--- src/sv/fatm_pkg.sv ---
package fatm_pkg;

   localparam int unsigned TABLE_ENTRIES_DEF = 4096;

   localparam int unsigned TYPE_W = 4;
   localparam int unsigned WORD_W = 16;
   localparam int unsigned CFG_W  = 13;
   // Wide enough for an entry index one past the largest id.
   localparam int unsigned SIZE_W = WORD_W + 1;

   localparam logic [WORD_W-1:0] END_MARK      = 16'hffff;
   localparam logic [WORD_W-1:0] FREE_MARK     = 16'h0000;
   localparam logic [CFG_W-1:0]  ENTRIES_RESET = 13'd4096;

   typedef enum logic [TYPE_W-1:0] {
      CMD_READ       = 4'd0,
      CMD_WRITE      = 4'd1,
      CMD_TAKE       = 4'd2,
      CMD_FREE_NEXT  = 4'd3,
      CMD_FREE_CHAIN = 4'd4,
      CMD_TRUNCATE   = 4'd5,
      CMD_ALLOCATE   = 4'd6,
      CMD_EXTEND     = 4'd7,
      CMD_GET_NEXT   = 4'd8
   } cmd_type;

   typedef enum logic [3:0] {
      ST_CLEAR,
      ST_IDLE,
      ST_LOOKUP,
      ST_WALK,
      ST_TRUNC_END,
      ST_FREE_TAIL,
      ST_SCAN,
      ST_LINK,
      ST_RESP
   } state_type;

   typedef struct packed {
      logic [WORD_W-1:0] result;
      logic              no_free;
      logic              range_error;
   } rsp_word_type;

   // True when the id maps to an entry index below the table size in use.
   function automatic logic in_range(input logic [WORD_W-1:0] id,
                                     input logic [SIZE_W-1:0] size);
      return (({1'b0, id}) + SIZE_W'(1)) < size;
   endfunction

endpackage

--- src/sv/fatm_seq.sv ---
module fatm_seq #(
   parameter int unsigned ENTRIES = fatm_pkg::TABLE_ENTRIES_DEF,
   parameter int unsigned AW      = $clog2(ENTRIES)
) (
   input  logic                        clock,
   input  logic                        reset,
   input  logic [fatm_pkg::SIZE_W-1:0] size,
   input  logic                        req_valid,
   output logic                        req_ready,
   input  logic [fatm_pkg::TYPE_W-1:0] req_cmd,
   input  logic [fatm_pkg::WORD_W-1:0] req_cluster,
   input  logic [fatm_pkg::WORD_W-1:0] req_value,
   output logic                        done_valid,
   input  logic                        done_ready,
   output fatm_pkg::rsp_word_type      done_word,
   output logic                        wr_en,
   output logic [AW-1:0]               wr_addr,
   output logic [fatm_pkg::WORD_W-1:0] wr_data,
   output logic [AW-1:0]               rd_addr,
   input  logic [fatm_pkg::WORD_W-1:0] rd_data
);
   import fatm_pkg::*;

   state_type         state_ff, state_in;
   logic [TYPE_W-1:0] cmd_ff, cmd_in;
   logic [AW-1:0]     entry_ff, entry_in;
   logic [AW-1:0]     cur_ff, cur_in;
   logic [AW:0]       steps_ff, steps_in;
   logic [AW-1:0]     scan_ff, scan_in;
   logic [AW-1:0]     clr_ff, clr_in;
   logic [WORD_W-1:0] res_ff, res_in;
   logic              nofree_ff, nofree_in;
   logic              rerr_ff, rerr_in;

   logic [AW-1:0]     req_addr;
   logic [AW-1:0]     nxt_addr;
   logic              nxt_ok;
   logic [AW:0]       steps_next;
   logic [AW:0]       scan_next;

   assign req_addr   = AW'({1'b0, req_cluster} + SIZE_W'(1));
   assign nxt_addr   = AW'({1'b0, rd_data} + SIZE_W'(1));
   assign nxt_ok     = in_range(rd_data, size);
   assign steps_next = steps_ff + 1'b1;
   assign scan_next  = {1'b0, scan_ff} + 1'b1;

   always_ff @(posedge clock) begin
      if (reset) begin
         state_ff <= ST_CLEAR;
         clr_ff   <= '0;
      end else begin
         state_ff <= state_in;
         clr_ff   <= clr_in;
      end
   end

   always_ff @(posedge clock) begin
      cmd_ff    <= cmd_in;
      entry_ff  <= entry_in;
      cur_ff    <= cur_in;
      steps_ff  <= steps_in;
      scan_ff   <= scan_in;
      res_ff    <= res_in;
      nofree_ff <= nofree_in;
      rerr_ff   <= rerr_in;
   end

   always_comb begin
      state_in   = state_ff;
      cmd_in     = cmd_ff;
      entry_in   = entry_ff;
      cur_in     = cur_ff;
      steps_in   = steps_ff;
      scan_in    = scan_ff;
      clr_in     = clr_ff;
      res_in     = res_ff;
      nofree_in  = nofree_ff;
      rerr_in    = rerr_ff;
      wr_en      = 1'b0;
      wr_addr    = entry_ff;
      wr_data    = FREE_MARK;
      rd_addr    = entry_ff;
      req_ready  = 1'b0;
      done_valid = 1'b0;

      case (state_ff)
         ST_CLEAR: begin
            wr_en   = 1'b1;
            wr_addr = clr_ff;
            clr_in  = clr_ff + 1'b1;
            if (clr_ff == AW'(ENTRIES - 1)) begin
               state_in = ST_IDLE;
            end
         end

         ST_IDLE: begin
            req_ready = 1'b1;
            if (req_valid) begin
               cmd_in    = req_cmd;
               entry_in  = req_addr;
               res_in    = '0;
               nofree_in = 1'b0;
               rerr_in   = 1'b0;
               steps_in  = '0;
               if ((req_cmd <= CMD_GET_NEXT) && (req_cmd != CMD_ALLOCATE) &&
                   !in_range(req_cluster, size)) begin
                  rerr_in  = 1'b1;
                  state_in = ST_RESP;
               end else begin
                  case (req_cmd)
                     CMD_READ, CMD_FREE_NEXT, CMD_TRUNCATE, CMD_GET_NEXT: begin
                        rd_addr  = req_addr;
                        state_in = ST_LOOKUP;
                     end
                     CMD_WRITE: begin
                        wr_en    = 1'b1;
                        wr_addr  = req_addr;
                        wr_data  = req_value;
                        state_in = ST_RESP;
                     end
                     CMD_TAKE: begin
                        wr_en    = 1'b1;
                        wr_addr  = req_addr;
                        wr_data  = END_MARK;
                        state_in = ST_RESP;
                     end
                     CMD_FREE_CHAIN: begin
                        rd_addr  = req_addr;
                        cur_in   = req_addr;
                        state_in = ST_WALK;
                     end
                     CMD_ALLOCATE, CMD_EXTEND: begin
                        if (size < SIZE_W'(2)) begin
                           nofree_in = 1'b1;
                           state_in  = ST_RESP;
                        end else begin
                           rd_addr  = AW'(1);
                           scan_in  = AW'(1);
                           state_in = ST_SCAN;
                        end
                     end
                     default: begin
                        state_in = ST_RESP;
                     end
                  endcase
               end
            end
         end

         ST_LOOKUP: begin
            case (cmd_ff)
               CMD_READ: begin
                  res_in   = rd_data;
                  state_in = ST_RESP;
               end
               CMD_FREE_NEXT: begin
                  if (rd_data == END_MARK) begin
                     state_in = ST_RESP;
                  end else if (!nxt_ok) begin
                     rerr_in  = 1'b1;
                     state_in = ST_RESP;
                  end else begin
                     wr_en    = 1'b1;
                     wr_addr  = entry_ff;
                     wr_data  = END_MARK;
                     cur_in   = nxt_addr;
                     state_in = ST_FREE_TAIL;
                  end
               end
               CMD_TRUNCATE: begin
                  if (rd_data == END_MARK) begin
                     state_in = ST_TRUNC_END;
                  end else if (!nxt_ok) begin
                     rerr_in  = 1'b1;
                     state_in = ST_TRUNC_END;
                  end else begin
                     rd_addr  = nxt_addr;
                     cur_in   = nxt_addr;
                     state_in = ST_WALK;
                  end
               end
               CMD_GET_NEXT: begin
                  if (rd_data != END_MARK) begin
                     res_in   = rd_data;
                     state_in = ST_RESP;
                  end else begin
                     rd_addr  = AW'(1);
                     scan_in  = AW'(1);
                     state_in = ST_SCAN;
                  end
               end
               default: begin
                  state_in = ST_RESP;
               end
            endcase
         end

         ST_WALK: begin
            // Clear the current link and fetch the next one in the same cycle.
            wr_en    = 1'b1;
            wr_addr  = cur_ff;
            wr_data  = FREE_MARK;
            steps_in = steps_next;
            if (rd_data != END_MARK && (SIZE_W'(steps_next) < size) && nxt_ok) begin
               rd_addr = nxt_addr;
               cur_in  = nxt_addr;
            end else begin
               if (rd_data != END_MARK) begin
                  rerr_in = 1'b1;
               end
               state_in = (cmd_ff == CMD_TRUNCATE) ? ST_TRUNC_END : ST_RESP;
            end
         end

         ST_TRUNC_END: begin
            wr_en    = 1'b1;
            wr_addr  = entry_ff;
            wr_data  = END_MARK;
            state_in = ST_RESP;
         end

         ST_FREE_TAIL: begin
            wr_en    = 1'b1;
            wr_addr  = cur_ff;
            wr_data  = FREE_MARK;
            state_in = ST_RESP;
         end

         ST_SCAN: begin
            if (rd_data == FREE_MARK) begin
               wr_en    = 1'b1;
               wr_addr  = scan_ff;
               wr_data  = END_MARK;
               res_in   = WORD_W'(scan_ff) - WORD_W'(1);
               state_in = (cmd_ff == CMD_ALLOCATE) ? ST_RESP : ST_LINK;
            end else if (SIZE_W'(scan_next) >= size) begin
               nofree_in = 1'b1;
               state_in  = ST_RESP;
            end else begin
               scan_in = scan_next[AW-1:0];
               rd_addr = scan_next[AW-1:0];
            end
         end

         ST_LINK: begin
            wr_en    = 1'b1;
            wr_addr  = entry_ff;
            wr_data  = res_ff;
            state_in = ST_RESP;
         end

         ST_RESP: begin
            done_valid = 1'b1;
            if (done_ready) begin
               state_in = ST_IDLE;
            end
         end

         default: begin
            state_in = ST_IDLE;
         end
      endcase
   end

   assign done_word.result      = res_ff;
   assign done_word.no_free     = nofree_ff;
   assign done_word.range_error = rerr_ff;

endmodule

--- config.mk ---
export PLATFORM = sky130hd
export DESIGN_NAME = fatm_seq
export DESIGN_NICKNAME = d
export VERILOG_FILES = /design/src/sv/fatm_pkg.sv /design/src/sv/fatm_seq.sv
export SDC_FILE = /design/constraint.sdc
export NUM_CORES = 1
export LEC_CHECK = 0
export ABC_CLOCK_PERIOD_IN_PS = 4950
export BUFFER_PORTS_ARGS = -buffer_cell sky130_fd_sc_hd__buf_2
export CAP_MARGIN = 0
export CORE_MARGIN = 2
export CORE_UTILIZATION = 58
export CTS_BUF_LIST = sky130_fd_sc_hd__clkbuf_16
export CTS_CLUSTER_SIZE = 40
export DETAILED_ROUTE_END_ITERATION = 7
export MAX_ROUTING_LAYER = met4
export PLACE_DENSITY_LB_ADDON = 0.2
export SYNTH_ARGS = -nofsm -noshare
export SYNTH_HDL_FRONTEND = slang
export SYNTH_SLANG_ARGS = --single-unit
--- constraint.sdc ---
create_clock -name clock -period 4.95 [get_ports clock]
set_input_delay 0.495 -clock clock [delete_from_list [all_inputs] [get_ports clock]]
set_output_delay 0.495 -clock clock [all_outputs]
set_load 0.05 [all_outputs]
# Yosys cells after proc, flatten, opt, wreduce, memory -nomap -nowiden
# Index checks and enable logic that the tools add are counted.
# word_totals
register_bits	87
output_inout_bits	61
elab_cells	190
# op_classes
addsub	6
n_lt_le_gt_ge	6
eq_ne	47
mux	92
reduce_logical	29
# ops
op	count
12-bit 2-to-1 mux	28
16-bit 2-to-1 mux	9
12-bit case mux with 4 select lines	2
16-bit case mux with 5 select lines	1
12-bit case mux with 3 select lines	2
16-bit case mux with 2 select lines	2
4-bit 2-to-1 mux	13
12-bit case mux with 2 select lines	2
16-bit case mux with 3 select lines	1
4-bit by 3-bit equality test with 1-bit output (second input constant)	10
2-bit != test (second input constant)	19
16-bit by 1-bit adder with 17-bit output (second input constant)	2
17-bit less-than comparator	2
4-bit case mux with 7 select lines	1
13-bit case mux with 2 select lines	1
4-bit case mux with 3 select lines	2
1-bit 2-to-1 mux	22
4-bit by 2-bit equality test with 1-bit output (second input constant)	5
13-bit by 17-bit >= comparator with 1-bit output	1
13-bit by 17-bit less-than comparator with 1-bit output	1
17-bit by 2-bit less-than comparator with 1-bit output (second input constant)	1
16-bit equality test (second input constant)	1
16-bit zero test	1
16-bit != test (second input constant)	1
32 further kinds	50

# Longest topological paths before layout
# depth
word_depth	7
ltp_mapped	16
ltp_nobuf	15

# Least setup slack after synthesis
# No wires, ideal clock.
# synth_path
path_kind	input -> output
startpoint	input port req_cluster[3] (netlist name)
endpoint	output port wr_addr[10]
arrival_time_ps	3887
t_required_ps	4455
slack_ps	568
path_stages	16
path_buffers	1
cell_sequence	and3_1 and3_1 and3_1 nand3_1 xor2_1 inv_1 ha_1 nand2_1 o21ai_0 nor4_1 a21oi_1 or2_2 clkbuf_1 a21oi_1 nor2_1 a21oi_1
# synth_between
elab_chain_cells	7
elab_cells_between_ends	8
# synth_lines
element	line_no	rtl
start: declaration	fatm_seq.sv:11	input logic [fatm_pkg::WORD_W-1:0] req_cluster,
16-bit by 1-bit adder with 17-bit output	fatm_pkg.sv:48	return (({1'b0, id}) + SIZE_W'(1)) < size;
via req_addr[11]	fatm_seq.sv:35	logic [AW-1:0] req_addr;
17-bit less-than comparator	fatm_pkg.sv:48	
1-bit zero test	fatm_seq.sv:106	!in_range(req_cluster, size)) begin
1-bit logical AND	fatm_seq.sv:105	if ((req_cmd <= CMD_GET_NEXT) && (req_cmd != CMD_ALLOCATE) &&
12-bit 2-to-1 mux	fatm_seq.sv:105	
12-bit 2-to-1 mux	fatm_seq.sv:98	if (req_valid) begin
12-bit case mux with 4 select lines	fatm_seq.sv:86	case (state_ff)
end: declaration	fatm_seq.sv:17	output logic [AW-1:0] wr_addr,
# The timed path passes the listed nets, and every way through them passes these cells.

# Worst setup path after layout
# layout_path
startpoint	input port req_cluster[2] (netlist name)
endpoint	output port rd_addr[11]
# layout_between
elab_chain_cells	7
elab_cells_between_ends	8
# layout_lines
element	line_no	rtl
16-bit by 1-bit adder with 17-bit output	fatm_pkg.sv:48	
via req_addr[9]	fatm_seq.sv:35	
17-bit less-than comparator	fatm_pkg.sv:48	
1-bit zero test	fatm_seq.sv:106	
1-bit logical AND	fatm_seq.sv:105	
12-bit 2-to-1 mux	fatm_seq.sv:105	
12-bit 2-to-1 mux	fatm_seq.sv:98	
12-bit case mux with 4 select lines	fatm_seq.sv:86	
end: declaration	fatm_seq.sv:19	output logic [AW-1:0] rd_addr,
# The timed path passes the listed nets, and every way through them passes these cells.

==> metrics <==
outcome=completed; Core Region=roughly 0.013 sq mm; maxcap violations=0; Crit. End Element=primary output; CTS tree=done; pre-CTS setup slack=0.374 ns; post-synth net total=between 1000 and 1500; netlist area before placement=roughly 0.0079 sq mm; drt total wl=roughly 25000 microns; upper clock frequency limit=approximately 210 MHz; count of hold buffers inserted by post-cts repair=0; number of setup violations in the final report=0; count of yosys warnings during synthesis=0; reg-to-reg critical path endpoint=state_ff[3]; worst r2r src=scan_ff[0]; Detail Placement HPWL=~20000 microns; power density cells=249 mW/mm^2; required time of the critical path=4.45 ns; post-route setup TNS=0 ns; global-route wire length before repair=a little under 40000 microns; number of optimization iterations in the first detailed-route pass=8; die width=120 microns; instance count of the mapped netlist=around 940; maximum fanout count along the critical path=11; maximum clock skew at final layout=roughly 0.013 ns; all-layer global routing usage=35.8%; most common flop cell mapped by yosys=sky130_fd_sc_hd__edfxtp_1; setup repair after global routing missed its margin=no; final critical-path required period=roughly 4.7 ns; terminating pin of the worst hold path=state_ff[3]; Async SR Flop Fraction=0%; commonest cells after routing, fill and taps aside=sky130_fd_sc_hd__buf_2 (133), sky130_fd_sc_hd__nor2_1 (99), sky130_fd_sc_hd__nand2_1 (81); Hold Crit Start=done_ready; placed instance area=about 0.009 sq mm; I/O pin count=around 130; static leakage=about 3.8 nW; post-synthesis share of cell area spent on and, or, nand and nor gates=between 20% and 30%; total die area=around 0.014 sq mm; endpoints failing hold=0; commonest non-fill, non-tap cell in the layout=sky130_fd_sc_hd__buf_2; area growth from synthesis to layout=16.7%; maximum number of buffers from clock root to sink=2; total power after layout=roughly 2.3 mW; number of slew-limit violations in the final report=0; remaining antenna violation count=0; transition at the pin with the smallest max-transition slack=approximately 1.2 ns; number of storage elements in the synthesis netlist=slightly below 90; normalized max-slew margin=between 20 and 25%; placer's final routability congestion estimate=around 1.0; Vert. Die Dim=120 microns; Port Buffers=133; Nets=1209; sequential-to-total area share from yosys stat=31.2%; total CTS buffers=9; number of rows in the core area=42; vias post-DR=8038; post-DR wirelength/cell=between 20 and 25 microns; iteration-0 DRC count of the detailed router=around 1200; DRC=0; clock insertion delay at the later pin of the skew report=around 0.37 ns; maximum vdd ir drop=166 uV; Cells on Worst Hold Path=2; share of synthesized cell area in full adder, half adder and majority cells=about a tenth; sort of element at the start of the critical path=primary input; final design utilization=slightly below 70%; starting density of the core=59.3%; final critical-path setup slack=about 0.23 ns; total number of H-tree levels=3; area of all placed cells without fillers=0.00916 sq mm; synthesized-area fraction occupied by xor and xnor cells=under 10%; number of antenna violations at the first check in global routing=1; register clock-pin slew on the reported worst setup and hold paths=about 0.060 ns; type of the worst setup path=primary input to primary output; number of global-route vias before repair=7135; overflow left after global routing=0; share of layout cells above drive strength 1=between 20% and 30%; pin count of the biggest net entering global routing=29; dominant combinational cell family by area after synthesis=simple AND/OR/NAND/NOR gates; post-synthesis average cell area=8.40 sq um; Via-to-Cell Ratio=between 6 and 7; number of flops mapped to enable cells by yosys=a little over 70; class of the tightest hold or removal check=primary input to register; clock tree root buffer cell=sky130_fd_sc_hd__clkbuf_16; Distinct cells, synth=78; share of the cycle needed by the critical path after routing=a little over nine tenths; mux contribution to synthesized area=1.66%; CTS sink count=87; R2R Setup Slk=around 1.2 ns; Reg2Reg Depth=16; worst endpoint data arrival time=around 4.2 ns; share of the synthesized area in compound gates (AO/OA/AOI/OAI)=19.6%
## worst max-delay path by stage
stage / depth (start not counted) / end / slack, ns / start
2_1_floorplan: 16 / wr_addr[10] / 0.57 / req_cluster[3]
3_3_place_gp: 19 / rd_addr[11] / 0.48 / req_cluster[2]
3_5_place_dp: 19 / rd_addr[11] / 0.37 / req_cluster[2]
4_1_cts: 18 / rd_addr[11] / 0.25 / scan_ff[1]
5_1_grt: 16 / rd_addr[11] / 0.03 / steps_ff[2]
6_report: 18 / rd_addr[11] / 0.23 / req_cluster[2]
## stage by stage
stage / hold slack [ns] / instances
floorplan: 0.471 / 935
global placement: 0.509 / 1228
detailed placement: 0.518 / 1228
CTS: 0.351 / 1244
global route: 0.369 / 1254
finish: 0.360 / 1254
## routing by layer
layer | vias to the layer above | wire length (microns) | track usage (%) | part of all wire [%]
met5 | - | 0 | - | 0
met4 | 0 | 1120 | 14.4 | 4.4
met3 | 86 | 2860 | 5.80 | 11
met2 | 554 | 10900 | 53.7 | 43
met1 | 3676 | 10400 | 48.6 | 41
li1 | 3722 | - | - | -
## final cells by class
| class | instances | area (sq um) |
|---|---|---|
| diodes | 1 | 2.50 |
| clock buffers | 9 | 225 |
| clock inverters | 7 | 73.8 |
| fillers | 1089 | 4080 |
| inverters | 57 | 214 |
| multi-input cells | 736 | 4920 |
| flip-flops and latches | 87 | 2450 |
| well taps | 176 | 220 |
| repair buffers | 181 | 1050 |
## power by group
group	total, mW	internal (mW)	switching, mW	leakage (nW)
clock	0.698	0.358	0.340	0.149
combinational	0.699	0.226	0.473	2.91
sequential	0.882	0.841	0.0408	0.772
total	2.28	1.42	0.854	3.83
## synthesized netlist by cell type (9+ instances only)
| cell type | count | area share [%] |
|---|---|---|
| sky130_fd_sc_hd__nor2_1 | 100 | 4.8 |
| sky130_fd_sc_hd__nand2_1 | 81 | 3.9 |
| sky130_fd_sc_hd__a21oi_1 | 71 | 4.5 |
| sky130_fd_sc_hd__edfxtp_1 | 71 | 27 |
| sky130_fd_sc_hd__ha_1 | 64 | 10 |
| sky130_fd_sc_hd__inv_1 | 55 | 2.6 |
| sky130_fd_sc_hd__o21ai_0 | 50 | 3.2 |
| sky130_fd_sc_hd__nand3_1 | 43 | 2.7 |
| sky130_fd_sc_hd__xnor2_1 | 40 | 4.5 |
| sky130_fd_sc_hd__clkbuf_1 | 31 | 1.5 |
| sky130_fd_sc_hd__xor2_1 | 29 | 3.2 |
| sky130_fd_sc_hd__a221o_1 | 21 | 2.7 |
| sky130_fd_sc_hd__nor3_1 | 21 | 1.3 |
| sky130_fd_sc_hd__o211ai_1 | 21 | 2.0 |
| sky130_fd_sc_hd__nand4_1 | 19 | 1.5 |
| sky130_fd_sc_hd__dfxtp_1 | 16 | 4.1 |
| sky130_fd_sc_hd__nor4_1 | 14 | 1.1 |
| sky130_fd_sc_hd__o22ai_1 | 14 | 1.1 |
| sky130_fd_sc_hd__and2_1 | 13 | 1.0 |
| sky130_fd_sc_hd__and3_1 | 13 | 1.0 |
| sky130_fd_sc_hd__nand2b_1 | 11 | 0.88 |
| sky130_fd_sc_hd__buf_2 | 9 | 0.57 |
## critical path, stage by stage
cell and delay (ns):
sky130_fd_sc_hd__buf_2 0.12, sky130_fd_sc_hd__and3_1 0.17, sky130_fd_sc_hd__and3_1 0.22, sky130_fd_sc_hd__and3_1 0.27, sky130_fd_sc_hd__nand3_1 0.12, sky130_fd_sc_hd__xor2_1 0.31, sky130_fd_sc_hd__inv_1 0.14, sky130_fd_sc_hd__ha_1 0.20
sky130_fd_sc_hd__a21oi_1 0.21, sky130_fd_sc_hd__o21ai_0 0.14, sky130_fd_sc_hd__nor4_1 0.29, sky130_fd_sc_hd__buf_4 0.18, sky130_fd_sc_hd__a21oi_1 0.09, sky130_fd_sc_hd__or3_1 0.38, sky130_fd_sc_hd__buf_4 0.19, sky130_fd_sc_hd__o22ai_1 0.19
sky130_fd_sc_hd__a221o_1 0.22, sky130_fd_sc_hd__buf_2 0.29
## kinds of logic after synthesis
logic type | count (synthesis)
simple gates | 358
compound gates | 233
buf+inv | 112
flops | 87
xor+xnor | 69
fa+ha+maj | 64
mux | 12
## flip-flops by register name, summed over array words and instances (netlist names)
name and count:
scan_ff 12, cur_ff 12, steps_ff 13, clr_ff 12, state_ff 4, entry_ff 12, rerr_ff 1, nofree_ff 1
res_ff 16, cmd_ff 4
## what timing repair did
action,in CTS,in global routing
setup buffers,0,9
setup endpoints to repair,0,11
gates resized for setup,0,3
Power figures use the tool's default switching activity.
